## config.mk

```make
export PLATFORM = sky130hd
export DESIGN_NAME = cyclic_waypoint_interpolator_core
export DESIGN_NICKNAME = d
export VERILOG_FILES = /design/src/rtl/cwi_pkg.sv /design/src/rtl/cyclic_waypoint_interpolator_core.sv
export SDC_FILE = /design/constraint.sdc
export NUM_CORES = 2
export LEC_CHECK = 0
export BUFFER_PORTS_ARGS = -buffer_cell sky130_fd_sc_hd__buf_2
export CORE_MARGIN = 2
export CORE_UTILIZATION = 50
export DETAILED_ROUTE_END_ITERATION = 7
export PLACE_DENSITY_LB_ADDON = 0.05
export SLEW_MARGIN = 20
export SYNTH_ARGS = -nofsm -noshare
export SYNTH_HDL_FRONTEND = slang
export SYNTH_SLANG_ARGS = --single-unit
```

## constraint.sdc

```tcl
create_clock -name i_clk -period 10.75 [get_ports i_clk]
set_input_delay 1.075 -clock i_clk [delete_from_list [all_inputs] [get_ports i_clk]]
set_output_delay 1.075 -clock i_clk [all_outputs]
set_load 0.05 [all_outputs]
```

## src/rtl/cwi_pkg.sv

```systemverilog
// Shared types and constants of the cyclic waypoint interpolator.
`timescale 1ns / 1ps

package cwi_pkg;

    // Store geometry.
    localparam int MAX_POINTS = 16;
    localparam int IDX_W      = $clog2(MAX_POINTS);
    localparam int CNT_W      = $clog2(MAX_POINTS + 1);
    // The remainder register holds twice the largest remainder plus one.
    localparam int REM_W      = $clog2(2 * MAX_POINTS);

    // Fixed point widths of the beat fields.
    localparam int COORD_W    = 32;
    localparam int TIME_W     = 32;
    localparam int SPEED_W    = 16;
    localparam int FRAC_W     = 16;
    localparam int SCALED_W   = TIME_W + SPEED_W;
    localparam int IPART_W    = 24;
    localparam int WORD_W     = 3 * COORD_W;

    // Reset value of the speed register, 1.0 in Q8.8.
    localparam logic [SPEED_W-1:0] SPEED_RESET = 16'd256;

    // The remainder unit consumes this many bits of the integer part per cycle.
    localparam int DIV_BITS   = 4;
    localparam int DIV_STEPS  = IPART_W / DIV_BITS;
    localparam int STEP_W     = $clog2(DIV_STEPS);

    typedef enum logic [1:0] {
        CMD_TICK   = 2'd0,
        CMD_ADD    = 2'd1,
        CMD_CLEAR  = 2'd2,
        CMD_TOGGLE = 2'd3
    } t_cmd;

    typedef enum logic [1:0] {
        STATUS_OK    = 2'd0,
        STATUS_SHORT = 2'd1,
        STATUS_FULL  = 2'd2
    } t_status;

    typedef enum logic [5:0] {
        S_IDLE  = 6'b000001,
        S_DIV   = 6'b000010,
        S_RDA   = 6'b000100,
        S_RDB   = 6'b001000,
        S_BLEND = 6'b010000,
        S_DONE  = 6'b100000
    } t_state;

endpackage

```

## src/rtl/cyclic_waypoint_interpolator_core.sv

```systemverilog
// Cyclic waypoint interpolator: waypoint memory, tick sequencer and blend datapath.
`timescale 1ns / 1ps

// Channel   | valid        | stall        | payload
// ----------+--------------+--------------+------------------------------------------
// input     | i_in_valid   | o_in_stall   | i_cmd, i_time_now, i_point_x/y/z
// output    | o_out_valid  | i_out_stall  | o_pos_x/y/z, o_is_animating, o_count_out,
//           |              |              | o_status
// config    | i_cfg_we     | none         | i_cfg_data (speed, Q8.8)
//
// Add, clear, toggle and a tick while not animating load the output register as
// the beat is accepted. A tick while animating runs from accept to the next
// accept through the time by speed product registered at accept, the steps of
// the remainder unit that takes 4 bits of the 24-bit integer part per cycle, 2
// reads on the single read port of the waypoint memory, the blend phases through
// the one shared blend multiplier, and the load of the output register when free.
// Reset is synchronous and active low; the waypoint memory is not cleared.
// A new beat enters only when the output register is empty or is read in the
// same cycle, so a result held by i_out_stall also stalls the input.

module cyclic_waypoint_interpolator_core (
    input  logic                                 i_clk,
    input  logic                                 i_rst_n,
    input  logic                                 i_cfg_we,
    input  logic [cwi_pkg::SPEED_W-1:0]          i_cfg_data,
    input  logic                                 i_in_valid,
    output logic                                 o_in_stall,
    input  logic [1:0]                           i_cmd,
    input  logic [cwi_pkg::TIME_W-1:0]           i_time_now,
    input  logic signed [cwi_pkg::COORD_W-1:0]   i_point_x,
    input  logic signed [cwi_pkg::COORD_W-1:0]   i_point_y,
    input  logic signed [cwi_pkg::COORD_W-1:0]   i_point_z,
    output logic                                 o_out_valid,
    input  logic                                 i_out_stall,
    output logic signed [cwi_pkg::COORD_W-1:0]   o_pos_x,
    output logic signed [cwi_pkg::COORD_W-1:0]   o_pos_y,
    output logic signed [cwi_pkg::COORD_W-1:0]   o_pos_z,
    output logic                                 o_is_animating,
    output logic [cwi_pkg::CNT_W-1:0]            o_count_out,
    output logic [1:0]                           o_status
);

    cwi_pkg::t_state                      r_state;
    cwi_pkg::t_state                      n_state;
    logic [cwi_pkg::SPEED_W-1:0]          r_speed;
    logic [cwi_pkg::CNT_W-1:0]            r_count;
    logic [cwi_pkg::CNT_W-1:0]            n_count;
    logic                                 r_anim;
    logic                                 n_anim;
    cwi_pkg::t_status                     w_status;
    logic                                 w_start_tick;

    logic [cwi_pkg::COORD_W-1:0]          r_pos_x;
    logic [cwi_pkg::COORD_W-1:0]          r_pos_y;
    logic [cwi_pkg::COORD_W-1:0]          r_pos_z;

    logic [cwi_pkg::WORD_W-1:0]           r_mem [cwi_pkg::MAX_POINTS];
    logic [cwi_pkg::WORD_W-1:0]           r_rd_data;
    logic                                 w_rd_en;
    logic [cwi_pkg::IDX_W-1:0]            w_rd_addr;
    logic                                 w_wr_en;

    logic [cwi_pkg::SCALED_W-1:0]         w_scaled;
    logic [cwi_pkg::IPART_W-1:0]          r_ipart;
    logic [cwi_pkg::FRAC_W-1:0]           r_frac;
    logic [cwi_pkg::REM_W-1:0]            r_rem;
    logic [cwi_pkg::REM_W-1:0]            w_rem;
    logic [cwi_pkg::STEP_W-1:0]           r_step;
    logic [cwi_pkg::IDX_W-1:0]            w_cur;
    logic [cwi_pkg::IDX_W-1:0]            w_next;
    logic [cwi_pkg::IDX_W-1:0]            r_next;

    logic [cwi_pkg::WORD_W-1:0]           r_way_a;
    logic [1:0]                           r_phase;
    logic [cwi_pkg::COORD_W-1:0]          w_a_mul;
    logic [cwi_pkg::COORD_W-1:0]          w_b_mul;
    logic [cwi_pkg::COORD_W-1:0]          w_a_add;
    logic signed [cwi_pkg::COORD_W:0]     w_diff;
    logic signed [cwi_pkg::FRAC_W:0]      w_frac_s;
    logic signed [49:0]                   w_blend_p;
    logic signed [49:0]                   r_blend_p;
    logic signed [49:0]                   w_q;
    logic [cwi_pkg::COORD_W:0]            w_sum;

    logic                                 w_out_free;
    logic                                 w_in_acc;
    logic                                 w_out_load;
    logic                                 r_out_valid;
    logic [cwi_pkg::COORD_W-1:0]          r_out_x;
    logic [cwi_pkg::COORD_W-1:0]          r_out_y;
    logic [cwi_pkg::COORD_W-1:0]          r_out_z;
    logic                                 r_out_anim;
    logic [cwi_pkg::CNT_W-1:0]            r_out_count;
    cwi_pkg::t_status                     r_out_status;

    // Handshake: a beat enters only in idle with room in the output register.
    assign w_out_free = !r_out_valid || !i_out_stall;
    assign o_in_stall = !((r_state == cwi_pkg::S_IDLE) && w_out_free);
    assign w_in_acc   = i_in_valid && !o_in_stall;

    // Command decode for the beat at the input.
    always_comb begin
        n_count      = r_count;
        n_anim       = r_anim;
        w_status     = cwi_pkg::STATUS_OK;
        w_start_tick = 1'b0;
        w_wr_en      = 1'b0;
        case (cwi_pkg::t_cmd'(i_cmd))
            cwi_pkg::CMD_TICK: begin
                w_start_tick = r_anim && (r_count >= cwi_pkg::CNT_W'(2));
            end
            cwi_pkg::CMD_ADD: begin
                if (r_count < cwi_pkg::CNT_W'(cwi_pkg::MAX_POINTS)) begin
                    w_wr_en = w_in_acc;
                    n_count = r_count + cwi_pkg::CNT_W'(1);
                end else begin
                    w_status = cwi_pkg::STATUS_FULL;
                end
            end
            cwi_pkg::CMD_CLEAR: begin
                n_count = '0;
                n_anim  = 1'b0;
            end
            cwi_pkg::CMD_TOGGLE: begin
                if (r_count >= cwi_pkg::CNT_W'(2)) begin
                    n_anim = !r_anim;
                end else begin
                    w_status = cwi_pkg::STATUS_SHORT;
                end
            end
            default: begin
                n_count = r_count;
            end
        endcase
    end

    // Scaled time in Q24.24.
    assign w_scaled = cwi_pkg::SCALED_W'(i_time_now) * cwi_pkg::SCALED_W'(r_speed);

    // Remainder unit: four restoring steps over the next bits of the integer part.
    always_comb begin
        w_rem = r_rem;
        for (int i = 0; i < cwi_pkg::DIV_BITS; i++) begin
            w_rem = {w_rem[cwi_pkg::REM_W-2:0], r_ipart[cwi_pkg::IPART_W-1-i]};
            if (w_rem >= cwi_pkg::REM_W'(r_count)) begin
                w_rem = w_rem - cwi_pkg::REM_W'(r_count);
            end
        end
    end

    // Current segment and its cyclic successor.
    assign w_cur  = r_rem[cwi_pkg::IDX_W-1:0];
    assign w_next = ((cwi_pkg::REM_W'(w_cur) + cwi_pkg::REM_W'(1))
                     == cwi_pkg::REM_W'(r_count))
                    ? '0 : (w_cur + cwi_pkg::IDX_W'(1));

    // Memory read port control.
    always_comb begin
        w_rd_en   = 1'b0;
        w_rd_addr = w_cur;
        if (r_state == cwi_pkg::S_RDA) begin
            w_rd_en = 1'b1;
        end else if (r_state == cwi_pkg::S_RDB) begin
            w_rd_en   = 1'b1;
            w_rd_addr = r_next;
        end
    end

    // Waypoint memory, one word of three coordinates per entry.
    always_ff @(posedge i_clk) begin
        if (w_wr_en) begin
            r_mem[r_count[cwi_pkg::IDX_W-1:0]] <= {i_point_z, i_point_y, i_point_x};
        end
        if (w_rd_en) begin
            r_rd_data <= r_mem[w_rd_addr];
        end
    end

    // Axis selection for the multiply stage and for the add stage in the phase after it.
    always_comb begin
        w_a_mul = r_way_a[cwi_pkg::COORD_W-1:0];
        w_b_mul = r_rd_data[cwi_pkg::COORD_W-1:0];
        w_a_add = r_way_a[cwi_pkg::COORD_W-1:0];
        case (r_phase)
            2'd0: begin
                w_a_mul = r_way_a[cwi_pkg::COORD_W-1:0];
                w_b_mul = r_rd_data[cwi_pkg::COORD_W-1:0];
            end
            2'd1: begin
                w_a_mul = r_way_a[2*cwi_pkg::COORD_W-1:cwi_pkg::COORD_W];
                w_b_mul = r_rd_data[2*cwi_pkg::COORD_W-1:cwi_pkg::COORD_W];
            end
            2'd2: begin
                w_a_mul = r_way_a[3*cwi_pkg::COORD_W-1:2*cwi_pkg::COORD_W];
                w_b_mul = r_rd_data[3*cwi_pkg::COORD_W-1:2*cwi_pkg::COORD_W];
                w_a_add = r_way_a[2*cwi_pkg::COORD_W-1:cwi_pkg::COORD_W];
            end
            default: begin
                w_a_add = r_way_a[3*cwi_pkg::COORD_W-1:2*cwi_pkg::COORD_W];
            end
        endcase
    end

    // Blend datapath: (b - a) * t, then a + floor(product / 65536).
    assign w_diff    = $signed({w_b_mul[cwi_pkg::COORD_W-1], w_b_mul})
                     - $signed({w_a_mul[cwi_pkg::COORD_W-1], w_a_mul});
    assign w_frac_s  = $signed({1'b0, r_frac});
    assign w_blend_p = w_diff * w_frac_s;
    assign w_q       = r_blend_p >>> cwi_pkg::FRAC_W;
    assign w_sum     = w_q[cwi_pkg::COORD_W:0]
                     + {w_a_add[cwi_pkg::COORD_W-1], w_a_add};

    // Output register loads on a short command or at the end of a tick.
    assign w_out_load = (w_in_acc && !w_start_tick)
                     || ((r_state == cwi_pkg::S_DONE) && w_out_free);

    // Sequencer next state.
    always_comb begin
        n_state = r_state;
        case (r_state)
            cwi_pkg::S_IDLE: begin
                if (w_in_acc && w_start_tick) begin
                    n_state = cwi_pkg::S_DIV;
                end
            end
            cwi_pkg::S_DIV: begin
                if (r_step == cwi_pkg::STEP_W'(cwi_pkg::DIV_STEPS - 1)) begin
                    n_state = cwi_pkg::S_RDA;
                end
            end
            cwi_pkg::S_RDA: begin
                n_state = cwi_pkg::S_RDB;
            end
            cwi_pkg::S_RDB: begin
                n_state = cwi_pkg::S_BLEND;
            end
            cwi_pkg::S_BLEND: begin
                if (r_phase == 2'd3) begin
                    n_state = cwi_pkg::S_DONE;
                end
            end
            cwi_pkg::S_DONE: begin
                if (w_out_free) begin
                    n_state = cwi_pkg::S_IDLE;
                end
            end
            default: begin
                n_state = cwi_pkg::S_IDLE;
            end
        endcase
    end

    // Control state.
    always_ff @(posedge i_clk) begin
        if (!i_rst_n) begin
            r_state     <= cwi_pkg::S_IDLE;
            r_speed     <= cwi_pkg::SPEED_RESET;
            r_count     <= '0;
            r_anim      <= 1'b0;
            r_pos_x     <= '0;
            r_pos_y     <= '0;
            r_pos_z     <= '0;
            r_out_valid <= 1'b0;
        end else begin
            r_state <= n_state;
            if (i_cfg_we) begin
                r_speed <= i_cfg_data;
            end
            if (w_in_acc) begin
                r_count <= n_count;
                r_anim  <= n_anim;
            end
            // Held position is written by the add stage of the blend.
            if (r_state == cwi_pkg::S_BLEND) begin
                case (r_phase)
                    2'd1:    r_pos_x <= w_sum[cwi_pkg::COORD_W-1:0];
                    2'd2:    r_pos_y <= w_sum[cwi_pkg::COORD_W-1:0];
                    2'd3:    r_pos_z <= w_sum[cwi_pkg::COORD_W-1:0];
                    default: r_pos_x <= r_pos_x;
                endcase
            end
            if (w_out_load) begin
                r_out_valid <= 1'b1;
            end else if (!i_out_stall) begin
                r_out_valid <= 1'b0;
            end
        end
    end

    // Tick datapath registers.
    always_ff @(posedge i_clk) begin
        if (w_in_acc) begin
            r_ipart <= w_scaled[cwi_pkg::SCALED_W-1:cwi_pkg::SCALED_W-cwi_pkg::IPART_W];
            r_frac  <= w_scaled[cwi_pkg::SCALED_W-cwi_pkg::IPART_W-1:
                                cwi_pkg::SCALED_W-cwi_pkg::IPART_W-cwi_pkg::FRAC_W];
            r_rem   <= '0;
            r_step  <= '0;
        end else if (r_state == cwi_pkg::S_DIV) begin
            r_rem   <= w_rem;
            r_ipart <= {r_ipart[cwi_pkg::IPART_W-cwi_pkg::DIV_BITS-1:0],
                        cwi_pkg::DIV_BITS'(0)};
            r_step  <= r_step + cwi_pkg::STEP_W'(1);
        end
        if (r_state == cwi_pkg::S_RDA) begin
            r_next <= w_next;
        end
        if (r_state == cwi_pkg::S_RDB) begin
            r_way_a <= r_rd_data;
            r_phase <= '0;
        end else if (r_state == cwi_pkg::S_BLEND) begin
            r_phase   <= r_phase + 2'd1;
            r_blend_p <= w_blend_p;
        end
    end

    // Output payload register.
    always_ff @(posedge i_clk) begin
        if (w_out_load) begin
            if (r_state == cwi_pkg::S_DONE) begin
                r_out_anim   <= r_anim;
                r_out_count  <= r_count;
                r_out_status <= cwi_pkg::STATUS_OK;
            end else begin
                r_out_anim   <= n_anim;
                r_out_count  <= n_count;
                r_out_status <= w_status;
            end
            r_out_x <= r_pos_x;
            r_out_y <= r_pos_y;
            r_out_z <= r_pos_z;
        end
    end

    assign o_out_valid    = r_out_valid;
    assign o_pos_x        = $signed(r_out_x);
    assign o_pos_y        = $signed(r_out_y);
    assign o_pos_z        = $signed(r_out_z);
    assign o_is_animating = r_out_anim;
    assign o_count_out    = r_out_count;
    assign o_status       = r_out_status;

`ifndef ASSERT_OFF
    // The fill count never passes the store depth.
    a_count_range: assert property (@(posedge i_clk) disable iff (!i_rst_n)
        r_count <= cwi_pkg::CNT_W'(cwi_pkg::MAX_POINTS))
        else $error("waypoint count beyond store depth");

    // Animation only runs with at least two waypoints stored.
    a_anim_count: assert property (@(posedge i_clk) disable iff (!i_rst_n)
        r_anim |-> (r_count >= cwi_pkg::CNT_W'(2)))
        else $error("animating with fewer than two waypoints");

    // The segment read from memory lies below the fill count.
    a_seg_range: assert property (@(posedge i_clk) disable iff (!i_rst_n)
        (r_state == cwi_pkg::S_RDA) |-> (r_rem < cwi_pkg::REM_W'(r_count)))
        else $error("segment index outside stored waypoints");

    // A tick in progress leaves the fill count untouched until its result loads.
    a_tick_count: assert property (@(posedge i_clk) disable iff (!i_rst_n)
        (r_state == cwi_pkg::S_BLEND) |=> $stable(r_count))
        else $error("fill count changed during a tick");
`endif

endmodule
```

==> results.toml <==
[timing]
fmax_mhz = 97.18
finalHoldViolCount = 0
min_period_over_period_pct = 95.72
layout_setup_ws_ns = 0.4601
finClkSkew_ns = 0.1093
slew_viol_final = 0
worst_pin_slew_ns = 1.176
rsz0062_at_grt = "no"
slew_headroom_pct = 21.59
setup-tns-final_ns = 0
fin_crit_ns = 10.29
finalSetupViolCount = 0

[placed_design]
portBuffers = 256
pre_cts_slack_ns = 0.4003
dp.final_hpwl_microns = 196500
gp_congestion = 0.9062

[clock_network]
tritoncts = "built"
postCtsHoldBufs = 0
cts_max_level = 4
path_clk_slew_ns = 0.07
clk_path_buf_depth = 3
numCtsBuffers = 210
clkSinkCount = 2042
insertion_delay_ns = 0.89
cts_root_buf = "clkbuf_16"

[synthesis]
ys_seq_elements = 2042
yosysSeqAreaShare_pct = 52.20
ys_types = 85
async_flop_share_pct = 0
ys_warn_count = 0
netlist_instances = 9633
syn_avg_cell_area_sq_um = 11.93
syn_area_sq_mm = 0.1149
syn-num-nets = 11020
synth_flop_cell = "edfxtp_1"
synth_edf_count = 1908

[critical_path]
crit_type = "reg -> reg"
crit_slowest_cell = "fa_1"
worstPathRequired_ns = 11.38
crit_buf_inv = 7
slowest_delay_ns = 0.52
r2r_setup_slack_ns = 0.46
ff2ff_path_depth = 36
crit_family = "adder cells"
path_max_fanout = 81
end_kind = "register"
critical_path_arrival_ns = 10.92
rr_endpoint = "r_blend_p[41]"
worst-path-stages = 36
reg2reg_from = "r_phase[0]"
startpoint_type = "register"
crit_top_cell = "fa_1"

[global_route]
overflow = 0
antenna_found_initial = 49
grt_max_degree = 189
grt_pass1_vias = 74260
grt_usage_pct = 27.32
grt_pass1_wl_microns = 481100

[hold_path]
hold_end = "o_pos_x[4]"
min_path_cells = 0
worstHoldStart = "r_pos_x[4]"
hold_path.class = "reg -> reg"

[routing]
wl_per_cell_microns = 24.85
viasPerCell = 5.787
vias = 74490
ant_nets = 0
drt_iter0_drc = 6330
route.detailed.drc = 0
firstDrtPassIters = 8
routed_wl_microns = 319800

[floorplan]
chipWidth_microns = 483.4
core_area_sq_mm = 0.2279
ioPinCount = 257
die_h_microns = 483.4
dieArea_sq_mm = 0.2336
start_util_pct = 50.41
rows = 175

[run]
timing.max_cap.violations = 0

[status]
outcome = "finished, final reports clean"

[layout]
num-fill-cells = 19080
seqCellArea_sq_mm = 0.05999
syn2layout_area_growth_pct = 10.07
drive_gt1_share_pct = 7.816
multiInputGateArea_sq_mm = 0.04934
final_nets = 11060
-- worst reg2reg max path: cells and delay by family (launching register included) --
kind,cells,cell delay [ns]
buf+inv,7,0.93
flops,1,0.37
fa+ha+maj,9,4.16
simple gates,5,1.07
compound gates,15,3.51
-- Yosys cell counts, drive strengths merged, types with 22 or more instances --
cell type | instances | share of area [%]
a21oi | 408 | 1.8
nand2 | 1670 | 5.5
o21ai | 170 | 0.75
mux2i | 24 | 0.21
a31oi | 210 | 1.2
a311oi | 198 | 1.5
o21a | 22 | 0.14
and2 | 792 | 4.3
inv | 974 | 3.2
nor2b | 26 | 0.14
a21o | 58 | 0.38
ha | 328 | 3.6
edfxtp | 1908 | 50
nor3 | 30 | 0.13
clkbuf | 516 | 1.7
xor2 | 52 | 0.40
nand2b | 26 | 0.14
a22oi | 98 | 0.64
a211oi | 499 | 3.3
nor2 | 190 | 0.62
buf | 57 | 0.23
fa | 908 | 16
xnor2 | 101 | 0.77
nand3 | 55 | 0.24
dfxtp | 134 | 2.3
-- layer usage --
metal	vias to the layer above	global-route usage [%]	part of all wire [%]
met1	38140	38.94	44
met2	2467	43.64	47
met4	44	7.529	2.8
met3	505	4.362	6.7
met5	-	0	0.083
li1	33330	-	-
-- registers in the layout, summed over array words and instances (netlist names) --
| signal | count |
|---|---|
| o_count_out | 5 |
| o_is_animating | 1 |
| o_out_valid | 1 |
| o_pos_x | 32 |
| o_pos_y | 32 |
| o_pos_z | 32 |
| o_status | 2 |
| r_anim | 1 |
| r_blend_p | 32 |
| r_count | 5 |
| r_frac | 16 |
| r_ipart | 24 |
| r_mem | 1536 |
| r_next | 4 |
| r_phase | 2 |
| r_pos_x | 32 |
| r_pos_y | 32 |
| r_pos_z | 32 |
| r_rd_data | 96 |
| r_rem | 4 |
| r_speed | 16 |
| r_state | 6 |
| r_step | 3 |
| r_way_a | 96 |
-- cells by family after synthesis --
kind of cell | count (synthesis) | share of synthesized area, %
muxes | 29 | 0.2581
buffers and inverters | 1548 | 5.099
adders and majority gates | 1236 | 19.39
and+or+nand+nor | 2869 | 11.54
DFF | 2042 | 52.20
xor gates and xnor gates | 153 | 1.166
AOI/OAI and AO/OA | 1756 | 10.34
-- repair_timing --
item,CTS,global route
gates resized for setup,0,5
setup buffers,0,2
endpoints found under the setup margin,0,12
-- placed cells by master (no fill, tap or decap), drive strengths merged, types with 89 or more instances in the layout --
cell type  count
a211oi       499
a21oi        408
a22oi         98
a311oi       198
a31oi        210
and2         792
buf          403
clkbuf       263
clkinv        89
dfxtp        134
edfxtp      1908
fa           908
ha           328
inv          985
nand2       1670
nor2         190
o21ai        170
xnor2        101
-- worst max path at each step --
stage                from            end
6_report       r_phase[0]  r_blend_p[41]
5_1_grt        r_phase[0]  r_blend_p[41]
4_1_cts        r_phase[1]  r_blend_p[41]
3_5_place_dp   r_phase[1]  r_blend_p[41]
3_3_place_gp   r_phase[1]  r_blend_p[41]
2_1_floorplan  r_phase[0]  r_blend_p[41]
-- cell type report --
| class | instances | area share (%) |
|---|---|---|
| inverters | 975 | 2.897 |
| diodes | 11 | 0.02177 |
| multi-input cells | 6043 | 39.01 |
| flip-flops and latches | 2042 | 47.44 |
| clock buffers | 263 | 4.378 |
| repair buffers | 403 | 2.139 |
| well taps | 3009 | 2.977 |
| clock inverters | 125 | 1.140 |
-- stage by stage --
step           cells  util, %  hold slack [ns]  instance area [sq um]
3_5_place_dp   12470    52.39           0.4126                 119400
4_1_cts        12860    55.45           0.3924                 126400
2_1_floorplan   9633        -           0.4030                 114900
5_1_grt        12860    55.48           0.4075                 126500
6_report       12870    55.48           0.4003                 126500
3_3_place_gp   12470    52.38           0.4112                 119400
Power is not shown: default switching activity piles up to over one toggle a cycle in this logic, so the estimate is an artifact.
